$ cat src/hw/rtl/ahdlc_pkg.sv
`timescale 1ns / 1ps
// ----------------------------------------------------------------------------
// ahdlc_pkg: shared types and constants of the async HDLC deframer
// Byte codes, status codes, FCS-16 constants and the queue word type.
// ----------------------------------------------------------------------------
package ahdlc_pkg;

    localparam int          MAX_FRAME_BYTES_DEF = 4096;
    localparam int          CFG_W               = 13;
    localparam logic [12:0] CAP_RESET           = 13'd4096;
    localparam int          QUEUE_DEPTH         = 2;

    localparam logic [7:0]  FLAG_BYTE = 8'h7E;
    localparam logic [7:0]  ESC_BYTE  = 8'h7D;
    localparam logic [7:0]  ESC_XOR   = 8'h20;

    localparam logic [15:0] FCS_INIT = 16'hFFFF;
    localparam logic [15:0] FCS_GOOD = 16'hF0B8;
    localparam logic [15:0] FCS_POLY = 16'h8408;

    typedef enum logic [2:0] {
        ST_NONE     = 3'd0,
        ST_GOOD     = 3'd1,
        ST_FCS_ERR  = 3'd2,
        ST_DISCARD  = 3'd3,
        ST_BUF_FULL = 3'd4
    } t_status;

    // One classified byte as it travels from front to back.
    typedef struct packed {
        logic [7:0] byte_val;
        logic       is_flag;
        logic       is_esc;
        logic       esc_ok;   // 0x5E or 0x5D, legal after an escape
    } t_item;

    // Reflected CRC-16 (x^16+x^12+x^5+1), one byte, bit at a time.
    function automatic logic [15:0] fcs16_update(input logic [15:0] fcs,
                                                 input logic [7:0]  b);
        logic [15:0] f;
        f = fcs ^ {8'h00, b};
        for (int k = 0; k < 8; k++) begin
            f = f[0] ? ((f >> 1) ^ FCS_POLY) : (f >> 1);
        end
        return f;
    endfunction

endpackage

$ cat src/hw/rtl/async_hdlc_deframer_fcs16_top.sv
`timescale 1ns / 1ps
// ----------------------------------------------------------------------------
// async_hdlc_deframer_fcs16_top: async HDLC byte deframer with FCS-16 check
// Destuffs a received byte stream, tracks frame boundaries and checks the
// running FCS-16 at each closing flag.
// ----------------------------------------------------------------------------
// One raw byte enters per accepted input word and exactly one result word
// comes out for it, in order. Throughput is one byte per clock while the
// output is not stalled: the back end applies hunt/escape/length/FCS-16 state
// for a whole byte at once, so bytes stream back to back. An accepted byte is
// first written into the queue, then the back end updates the output register
// from it. A two-word queue between the classifier and the back end
// absorbs output stalls so the input keeps flowing while a result waits.
// Status: 0 no frame end, 1 good frame (payload_len = stored bytes minus the
// two FCS bytes), 2 FCS error, 3 discard (bad escape), 4 buffer full. Each
// stored destuffed byte is reported with data_valid, its value and its index
// in the frame. The capacity register may be written at any time the block
// is idle; values above MAX_FRAME_BYTES act as MAX_FRAME_BYTES.
// ----------------------------------------------------------------------------
module async_hdlc_deframer_fcs16_top
    import ahdlc_pkg::*;
#(
    parameter int MAX_FRAME_BYTES = MAX_FRAME_BYTES_DEF
) (
    input  logic              i_clk,
    input  logic              i_rst_n,
    // configuration: capacity register
    input  logic              i_cfg_valid,
    output logic              o_cfg_ready,
    input  logic [CFG_W-1:0]  i_cfg_data,
    // input byte channel
    input  logic              i_in_valid,
    output logic              o_in_stall,
    input  logic [7:0]        i_in_byte,
    // result channel
    output logic              o_out_valid,
    input  logic              i_out_stall,
    output logic [2:0]        o_status,
    output logic [11:0]       o_payload_len,
    output logic              o_data_valid,
    output logic [7:0]        o_data_byte,
    output logic [11:0]       o_data_index
);

    logic  push, q_full, q_valid, pop;
    t_item push_item, head_item;

    // Capacity writes are taken whenever out of reset; software only writes
    // while idle.
    assign o_cfg_ready = i_rst_n;

    // Front: accept and classify raw bytes.
    ahdlc_front u_front (
        .i_clk      (i_clk),
        .i_rst_n    (i_rst_n),
        .i_in_valid (i_in_valid),
        .o_in_stall (o_in_stall),
        .i_in_byte  (i_in_byte),
        .i_q_full   (q_full),
        .o_push     (push),
        .o_item     (push_item)
    );

    // Decoupling queue.
    ahdlc_queue u_queue (
        .i_clk   (i_clk),
        .i_rst_n (i_rst_n),
        .i_push  (push),
        .i_item  (push_item),
        .o_full  (q_full),
        .o_valid (q_valid),
        .o_item  (head_item),
        .i_pop   (pop)
    );

    // Back: frame state, FCS and result register.
    ahdlc_back #(
        .MAX_FRAME_BYTES (MAX_FRAME_BYTES)
    ) u_back (
        .i_clk         (i_clk),
        .i_rst_n       (i_rst_n),
        .i_cfg_we      (i_cfg_valid && o_cfg_ready),
        .i_cfg_data    (i_cfg_data),
        .i_q_valid     (q_valid),
        .i_q_item      (head_item),
        .o_pop         (pop),
        .o_out_valid   (o_out_valid),
        .i_out_stall   (i_out_stall),
        .o_status      (o_status),
        .o_payload_len (o_payload_len),
        .o_data_valid  (o_data_valid),
        .o_data_byte   (o_data_byte),
        .o_data_index  (o_data_index)
    );

endmodule

$ cat src/hw/rtl/ahdlc_front.sv
`timescale 1ns / 1ps
// ----------------------------------------------------------------------------
// ahdlc_front: input acceptance and byte classification
// Tags each received byte as flag, escape or legal escaped code and pushes it
// into the queue; stalls the sender while the queue is full or reset has not yet been seen released.
// ----------------------------------------------------------------------------
module ahdlc_front
    import ahdlc_pkg::*;
(
    input  logic       i_clk,
    input  logic       i_rst_n,
    input  logic       i_in_valid,
    output logic       o_in_stall,
    input  logic [7:0] i_in_byte,
    input  logic       i_q_full,
    output logic       o_push,
    output t_item      o_item
);

    logic r_rst_seen;  // holds off input until a clock edge has seen reset released

    always_ff @(posedge i_clk) begin
        if (!i_rst_n) begin
            r_rst_seen <= 1'b0;
        end else begin
            r_rst_seen <= 1'b1;
        end
    end

    assign o_in_stall = i_q_full || !r_rst_seen;
    assign o_push     = i_in_valid && !o_in_stall;

    always_comb begin
        o_item.byte_val = i_in_byte;
        o_item.is_flag  = (i_in_byte == FLAG_BYTE);
        o_item.is_esc   = (i_in_byte == ESC_BYTE);
        o_item.esc_ok   = (i_in_byte == (FLAG_BYTE ^ ESC_XOR)) ||
                          (i_in_byte == (ESC_BYTE ^ ESC_XOR));
    end

endmodule

$ cat src/hw/rtl/ahdlc_queue.sv
`timescale 1ns / 1ps
// ----------------------------------------------------------------------------
// ahdlc_queue: short FIFO between front and back
// Holds classified bytes so that each side can stall on its own.
// ----------------------------------------------------------------------------
module ahdlc_queue
    import ahdlc_pkg::*;
(
    input  logic  i_clk,
    input  logic  i_rst_n,
    input  logic  i_push,
    input  t_item i_item,
    output logic  o_full,
    output logic  o_valid,
    output t_item o_item,
    input  logic  i_pop
);

    localparam int PTR_W = (QUEUE_DEPTH > 1) ? $clog2(QUEUE_DEPTH) : 1;
    localparam int CNT_W = $clog2(QUEUE_DEPTH + 1);

    t_item             r_slot [QUEUE_DEPTH];
    logic [PTR_W-1:0]  r_wr_ptr, n_wr_ptr;
    logic [PTR_W-1:0]  r_rd_ptr, n_rd_ptr;
    logic [CNT_W-1:0]  r_count,  n_count;
    logic              do_pop;

    assign o_full  = (r_count == CNT_W'(QUEUE_DEPTH));
    assign o_valid = (r_count != '0);
    assign o_item  = r_slot[r_rd_ptr];
    assign do_pop  = i_pop && o_valid;

    always_comb begin
        n_wr_ptr = r_wr_ptr;
        n_rd_ptr = r_rd_ptr;
        n_count  = r_count;
        if (i_push) begin
            n_wr_ptr = (r_wr_ptr == PTR_W'(QUEUE_DEPTH - 1)) ? '0 : r_wr_ptr + 1'b1;
        end
        if (do_pop) begin
            n_rd_ptr = (r_rd_ptr == PTR_W'(QUEUE_DEPTH - 1)) ? '0 : r_rd_ptr + 1'b1;
        end
        if (i_push && !do_pop) begin
            n_count = r_count + 1'b1;
        end else if (do_pop && !i_push) begin
            n_count = r_count - 1'b1;
        end
    end

    always_ff @(posedge i_clk) begin
        if (!i_rst_n) begin
            r_wr_ptr <= '0;
            r_rd_ptr <= '0;
            r_count  <= '0;
        end else begin
            r_wr_ptr <= n_wr_ptr;
            r_rd_ptr <= n_rd_ptr;
            r_count  <= n_count;
        end
    end

    always_ff @(posedge i_clk) begin
        if (i_push) begin
            r_slot[r_wr_ptr] <= i_item;
        end
    end

endmodule

$ cat src/hw/rtl/ahdlc_back.sv
`timescale 1ns / 1ps
// ----------------------------------------------------------------------------
// ahdlc_back: deframing state and result register
// Applies each classified byte to hunt/escape/length/FCS state and registers
// one result word per byte.
// ----------------------------------------------------------------------------
module ahdlc_back
    import ahdlc_pkg::*;
#(
    parameter int MAX_FRAME_BYTES = MAX_FRAME_BYTES_DEF
) (
    input  logic              i_clk,
    input  logic              i_rst_n,
    input  logic              i_cfg_we,
    input  logic [CFG_W-1:0]  i_cfg_data,
    input  logic              i_q_valid,
    input  t_item             i_q_item,
    output logic              o_pop,
    output logic              o_out_valid,
    input  logic              i_out_stall,
    output logic [2:0]        o_status,
    output logic [11:0]       o_payload_len,
    output logic              o_data_valid,
    output logic [7:0]        o_data_byte,
    output logic [11:0]       o_data_index
);

    localparam int LEN_W = $clog2(MAX_FRAME_BYTES + 1);
    localparam int CMP_W = ((LEN_W > CFG_W) ? LEN_W : CFG_W) + 1;

    logic [CFG_W-1:0] r_cap;
    logic [LEN_W-1:0] r_len, n_len;
    logic             r_hunt, n_hunt;
    logic             r_esc, n_esc;
    logic [15:0]      r_fcs, n_fcs;

    logic             r_out_valid;
    t_status          r_status, n_status;
    logic [11:0]      r_info, n_info;
    logic             r_dvalid, n_dvalid;
    logic [7:0]       r_dbyte, n_dbyte;
    logic [11:0]      r_dindex, n_dindex;

    logic [CMP_W-1:0] cap_ext, max_ext, cap_eff, len_ext, info_ext;
    logic [7:0]       store_byte;
    logic             do_store;

    assign o_pop = i_q_valid && (!r_out_valid || !i_out_stall);

    always_comb begin
        cap_ext  = CMP_W'(r_cap);
        max_ext  = CMP_W'(MAX_FRAME_BYTES);
        cap_eff  = (cap_ext > max_ext) ? max_ext : cap_ext;
        len_ext  = CMP_W'(r_len);
        info_ext = len_ext - CMP_W'(2);
    end

    always_comb begin
        n_len      = r_len;
        n_hunt     = r_hunt;
        n_esc      = r_esc;
        n_fcs      = r_fcs;
        n_status   = ST_NONE;
        n_info     = '0;
        do_store   = 1'b0;
        store_byte = i_q_item.byte_val;

        priority if (r_hunt && !i_q_item.is_flag) begin
            n_len = '0;
            n_fcs = FCS_INIT;
        end else if (i_q_item.is_flag) begin
            n_hunt = 1'b0;
            if (len_ext > CMP_W'(2)) begin
                if (r_fcs != FCS_GOOD) begin
                    n_status = ST_FCS_ERR;
                end else begin
                    n_status = ST_GOOD;
                    n_info   = info_ext[11:0];
                end
            end
            n_len = '0;
            n_fcs = FCS_INIT;
        end else if (i_q_item.is_esc) begin
            if (!r_esc) begin
                n_esc = 1'b1;
            end else begin
                n_esc    = 1'b0;
                n_hunt   = 1'b1;
                n_len    = '0;
                n_fcs    = FCS_INIT;
                n_status = ST_DISCARD;
            end
        end else if (len_ext >= cap_eff) begin
            n_hunt   = 1'b1;
            n_len    = '0;
            n_fcs    = FCS_INIT;
            n_status = ST_BUF_FULL;
        end else if (r_esc) begin
            n_esc = 1'b0;
            if (i_q_item.esc_ok) begin
                do_store   = 1'b1;
                store_byte = i_q_item.byte_val ^ ESC_XOR;
            end else begin
                n_hunt   = 1'b1;
                n_len    = '0;
                n_fcs    = FCS_INIT;
                n_status = ST_DISCARD;
            end
        end else begin
            do_store = 1'b1;
        end

        n_dvalid = do_store;
        n_dbyte  = do_store ? store_byte : '0;
        n_dindex = do_store ? len_ext[11:0] : '0;
        if (do_store) begin
            n_fcs = fcs16_update(r_fcs, store_byte);
            n_len = r_len + 1'b1;
        end
    end

    always_ff @(posedge i_clk) begin
        if (!i_rst_n) begin
            r_cap       <= CAP_RESET;
            r_len       <= '0;
            r_hunt      <= 1'b1;
            r_esc       <= 1'b0;
            r_fcs       <= FCS_INIT;
            r_out_valid <= 1'b0;
        end else begin
            if (i_cfg_we) begin
                r_cap <= i_cfg_data;
            end
            if (o_pop) begin
                r_len       <= n_len;
                r_hunt      <= n_hunt;
                r_esc       <= n_esc;
                r_fcs       <= n_fcs;
                r_out_valid <= 1'b1;
            end else if (!i_out_stall) begin
                r_out_valid <= 1'b0;
            end
        end
    end

    always_ff @(posedge i_clk) begin
        if (o_pop) begin
            r_status <= n_status;
            r_info   <= n_info;
            r_dvalid <= n_dvalid;
            r_dbyte  <= n_dbyte;
            r_dindex <= n_dindex;
        end
    end

    assign o_out_valid   = r_out_valid;
    assign o_status      = r_status;
    assign o_payload_len = r_info;
    assign o_data_valid  = r_dvalid;
    assign o_data_byte   = r_dbyte;
    assign o_data_index  = r_dindex;

    a_empty_frame_fcs_init: assert property (@(posedge i_clk) disable iff (!i_rst_n)
        (r_len == '0) |-> (r_fcs == FCS_INIT))
        else $error("empty frame with non-initial FCS");

    a_hunt_empty: assert property (@(posedge i_clk) disable iff (!i_rst_n)
        r_hunt |-> (r_len == '0))
        else $error("hunting with bytes in frame");

    a_len_bound: assert property (@(posedge i_clk) disable iff (!i_rst_n)
        CMP_W'(r_len) <= CMP_W'(MAX_FRAME_BYTES))
        else $error("frame length above maximum");

    a_data_no_end: assert property (@(posedge i_clk) disable iff (!i_rst_n)
        (r_out_valid && r_dvalid) |-> (r_status == ST_NONE))
        else $error("stored byte reported with frame end status");

endmodule
$ cat config.mk
export PLATFORM = sky130hd
export DESIGN_NAME = async_hdlc_deframer_fcs16_top
export DESIGN_NICKNAME = d
export VERILOG_FILES = /design/src/hw/rtl/ahdlc_pkg.sv /design/src/hw/rtl/async_hdlc_deframer_fcs16_top.sv /design/src/hw/rtl/ahdlc_front.sv /design/src/hw/rtl/ahdlc_queue.sv /design/src/hw/rtl/ahdlc_back.sv
export SDC_FILE = /design/constraint.sdc
export NUM_CORES = 1
export LEC_CHECK = 0
export BUFFER_PORTS_ARGS = -buffer_cell sky130_fd_sc_hd__buf_2
export CORE_MARGIN = 10
export CORE_UTILIZATION = 54
export CTS_BUF_LIST = sky130_fd_sc_hd__clkbuf_8
export DETAILED_ROUTE_END_ITERATION = 12
export GPL_TIMING_DRIVEN = 0
export PLACE_DENSITY_LB_ADDON = 0.15
export SYNTH_ARGS = -nofsm -noshare
export SYNTH_HDL_FRONTEND = slang
export SYNTH_SLANG_ARGS = --single-unit
$ cat constraint.sdc
create_clock -name i_clk -period 2.62 [get_ports i_clk]
set_input_delay 0.393 -clock i_clk [delete_from_list [all_inputs] [get_ports i_clk]]
set_output_delay 0.393 -clock i_clk [all_outputs]
set_load 0.02 [all_outputs]
==> flow_metrics.env <==
export IMPL_outcome="finished, final reports clean"
export IMPL_viasPerCell=5.16
export IMPL_cts_inserted_buffers=9
export IMPL_combPwrFrac_pct=37.0
export IMPL_coreArea_um2=9280
export IMPL_nNetsFinal=581
export IMPL_power_frac_clock_pct=18.4
export IMPL_startpoint_type="flop"
export IMPL_fp_row_count=35
export IMPL_p_int_w=0.00336
export IMPL_antenna_found_initial=0
export IMPL_routed_wirelength_um=9980
export IMPL_sw_frac_of_total_pct=36.9
export IMPL_grt_start_max_net_pins=38
export IMPL_fin_ws_ns=0.146
export IMPL_yosysTopAreaCellShare_pct=33.6
export IMPL_cts_htree_levels=3
export IMPL_pre_cts_ws_ns=-0.228
export IMPL_diodes=0
export IMPL_slew_violations=0
export IMPL_ys_warn_count=0
export IMPL_post_cts_buffers=0
export IMPL_start_util_pct=55.9
export IMPL_min_period_over_period_pct=94.4
export IMPL_dieArea_um2=13900
export IMPL_grt_remaining_overflow=0
export IMPL_hold_viol=0
export IMPL_cp_end_kind="flop"
export IMPL_cap_violations=0
export IMPL_power_density_nw_per_um2=905
export IMPL_first_global_vias=3501
export IMPL_finish_utilization_pct=63.3
export IMPL_min_path_type="primary input to flop"
export IMPL_syn_area_per_cell_um2=11.2
export IMPL_cts_resized=1
export IMPL_clock_skew_final_ns=0.0116
export IMPL_crit_required_ns=2.75
export IMPL_holdBufCountCts=0
export IMPL_drive_above_1_share_pct=21.8
export IMPL_max_slew_worst_pin_slew_ns=0.983
export IMPL_die_h_um=118
export IMPL_slew_headroom_pct=34.2
export IMPL_ys_types=59
export IMPL_syn2layout_area_growth_pct=13.3
export IMPL_clock_sinks=109
export IMPL_period_minus_slack_ns=2.47
export IMPL_synth_ff_type="edfxtp_1"
export IMPL_critPathMaxFanout=13
export IMPL_seqPwrFrac_pct=44.6
export IMPL_clk_latency_ns=0.37
export IMPL_firstDrtPassIters=4
export IMPL_fin_area_um2=5880
export IMPL_clk_pin_slew_ns=0.10
export IMPL_post_drt_wl_per_cell_um=14.9
export IMPL_drt_initial_drc_count=136
export IMPL_fmax_mhz=404
export IMPL_io_buffers=63
export IMPL_grt_pass1_wl_um=16900
export IMPL_place_hpwl_um=7570
export IMPL_synthTopCellsByCount="58 x edfxtp_1, 54 x nor2_1, 51 x dfxtp_1"
export IMPL_synth_area_top_cells="edfxtp_1 34%, dfxtp_1 20%, xnor2_1 4.6%, ha_1 4.3%, nor2_1 3.9%"
export IMPL_arrival_ns=2.60
export IMPL_place_area_um2=5660
export IMPL_ys_seq_elements=109
export IMPL_synthCells=463
export IMPL_grt_util_all_layers_pct=14.5
export IMPL_ant_nets=0
export IMPL_drc=0
export IMPL_async_reset_ff_share_pct=0
export IMPL_synth_area_um2=5190
export IMPL_yosysMostFrequentCell="edfxtp_1"
export IMPL_seq_area_frac_synth_pct=53.3
export IMPL_synth_edf_count=58
export IMPL_p_leak_nw=2.33
export IMPL_setup_viol=0
export IMPL_die_x_um=118
export IMPL_p_sw_w=0.00196
export IMPL_clockRootBuffer="clkbuf_8"
export IMPL_clock_path_buffers=2
export IMPL_synth_area_leader_cell="edfxtp_1"
export IMPL_gp_congestion=0.852
export IMPL_worstSetupPathType="flop to flop"
export IMPL_nFillCells=778
export IMPL_dr_total_vias=3465
export IMPL_ir_drop_v=0.000419
export IMPL_synth_nets=507
export IMPL_cts_tree="built"
export IMPL_ios=65
## stage by stage
stage / setup TNS, ns / power, W / std cells / hold WS (ns)
after global placement: -3.41 / 0.00433 / 655 / 0.465
after CTS: 0 / 0.00533 / 670 / 0.217
after detailed placement: -5.08 / 0.00437 / 655 / 0.473
after floorplan: 0 / 0.00385 / 463 / 0.421
final: 0 / 0.00532 / 671 / 0.226
after global routing: -0.00328 / 0.00563 / 671 / 0.207
## cells by family after synthesis
| family | share of synthesized area [%] |
|---|---|
| AOI/OAI and AO/OA | 7.43 |
| xor gates and xnor gates | 9.45 |
| adders and majority gates | 4.34 |
| buffers and inverters | 3.96 |
| DFF | 53.3 |
| muxes | 5.43 |
| and+or+nand+nor | 16.1 |
## path summary, 6_finish.rpt
path / from / end / slack [ns] / cells after the start
max: u_back.r_cap[12] / u_back.o_data_index[7] / 0.15 / 9
min: i_in_byte[2] / u_queue.r_slot[0][5] / 0.23 / 1
max reg2reg: u_back.r_cap[12] / u_back.o_data_index[7] / 0.15 / 9
min reg2reg: u_back.o_out_valid / u_back.o_out_valid / 0.48 / 2
## placed cells by master, fill, tap and decap left out, drive strengths merged, types with 8 or more instances in the layout
master | netlist | routed
buf | 15 | 79
edfxtp | 58 | 58
nor2 | 54 | 54
dfxtp | 51 | 51
nand2 | 36 | 36
xnor2 | 33 | 33
mux2i | 23 | 23
clkbuf | 10 | 19
ha | 18 | 18
o21ai | 18 | 18
xor2 | 17 | 17
nor2b | 16 | 16
and2 | 15 | 15
nor3 | 14 | 14
inv | 12 | 14
a21oi | 10 | 10
o211ai | 8 | 8
## layout make-up
cell class / count / area (µm²) / area share [%]
well taps: 129 / 161 / 2.75
plain buffers: 24 / 156 / 2.66
inverters: 12 / 45.0 / 0.766
multi-input cells: 317 / 2230 / 37.9
flip-flops and latches: 109 / 2760 / 47.0
repair buffers: 64 / 335 / 5.70
clock buffers: 10 / 138 / 2.34
clock inverters: 6 / 52.6 / 0.894
## sequential cells by signal (all words and copies together) (netlist names), 2 cells and up, named ones only
register	cells
u_back.o_data_byte	8
u_back.r_len	13
u_queue.r_count	2
u_back.o_payload_len	12
u_back.r_cap	13
u_back.o_status	3
u_back.r_fcs	16
u_back.o_data_index	12
u_queue.r_slot	22
## worst max-delay path: stages (launching register included)
cell and delay, ns:
dfxtp_1 0.33, inv_2 0.16, nand2_1 0.08, ha_1 0.30, nand4_1 0.12, or3_1 0.48
o211ai_4 0.30, inv_2 0.10, buf_2 0.20, and2_1 0.17
## power groups by stage
stage	sequential, W	combinational (W)	clock, W
5_1_grt	0.00242	0.00216	0.00106
3_3_place_gp	0.00241	0.00192	0
3_5_place_dp	0.00242	0.00194	0
2_1_floorplan	0.00273	0.00111	0
4_1_cts	0.00239	0.00195	0.000994
6_report	0.00237	0.00197	0.000977
## metal layers
metal / track usage, % / vias up / part of all wire (%)
met1: 18.8 / 1629 / 49
met2: 23.1 / 70 / 45
met3: 4.46 / 6 / 5.3
li1: - / 1760 / -
met5: 0 / - / 0
met4: 3.63 / 0 / 0.92
(Power assumes the default switching activity.)
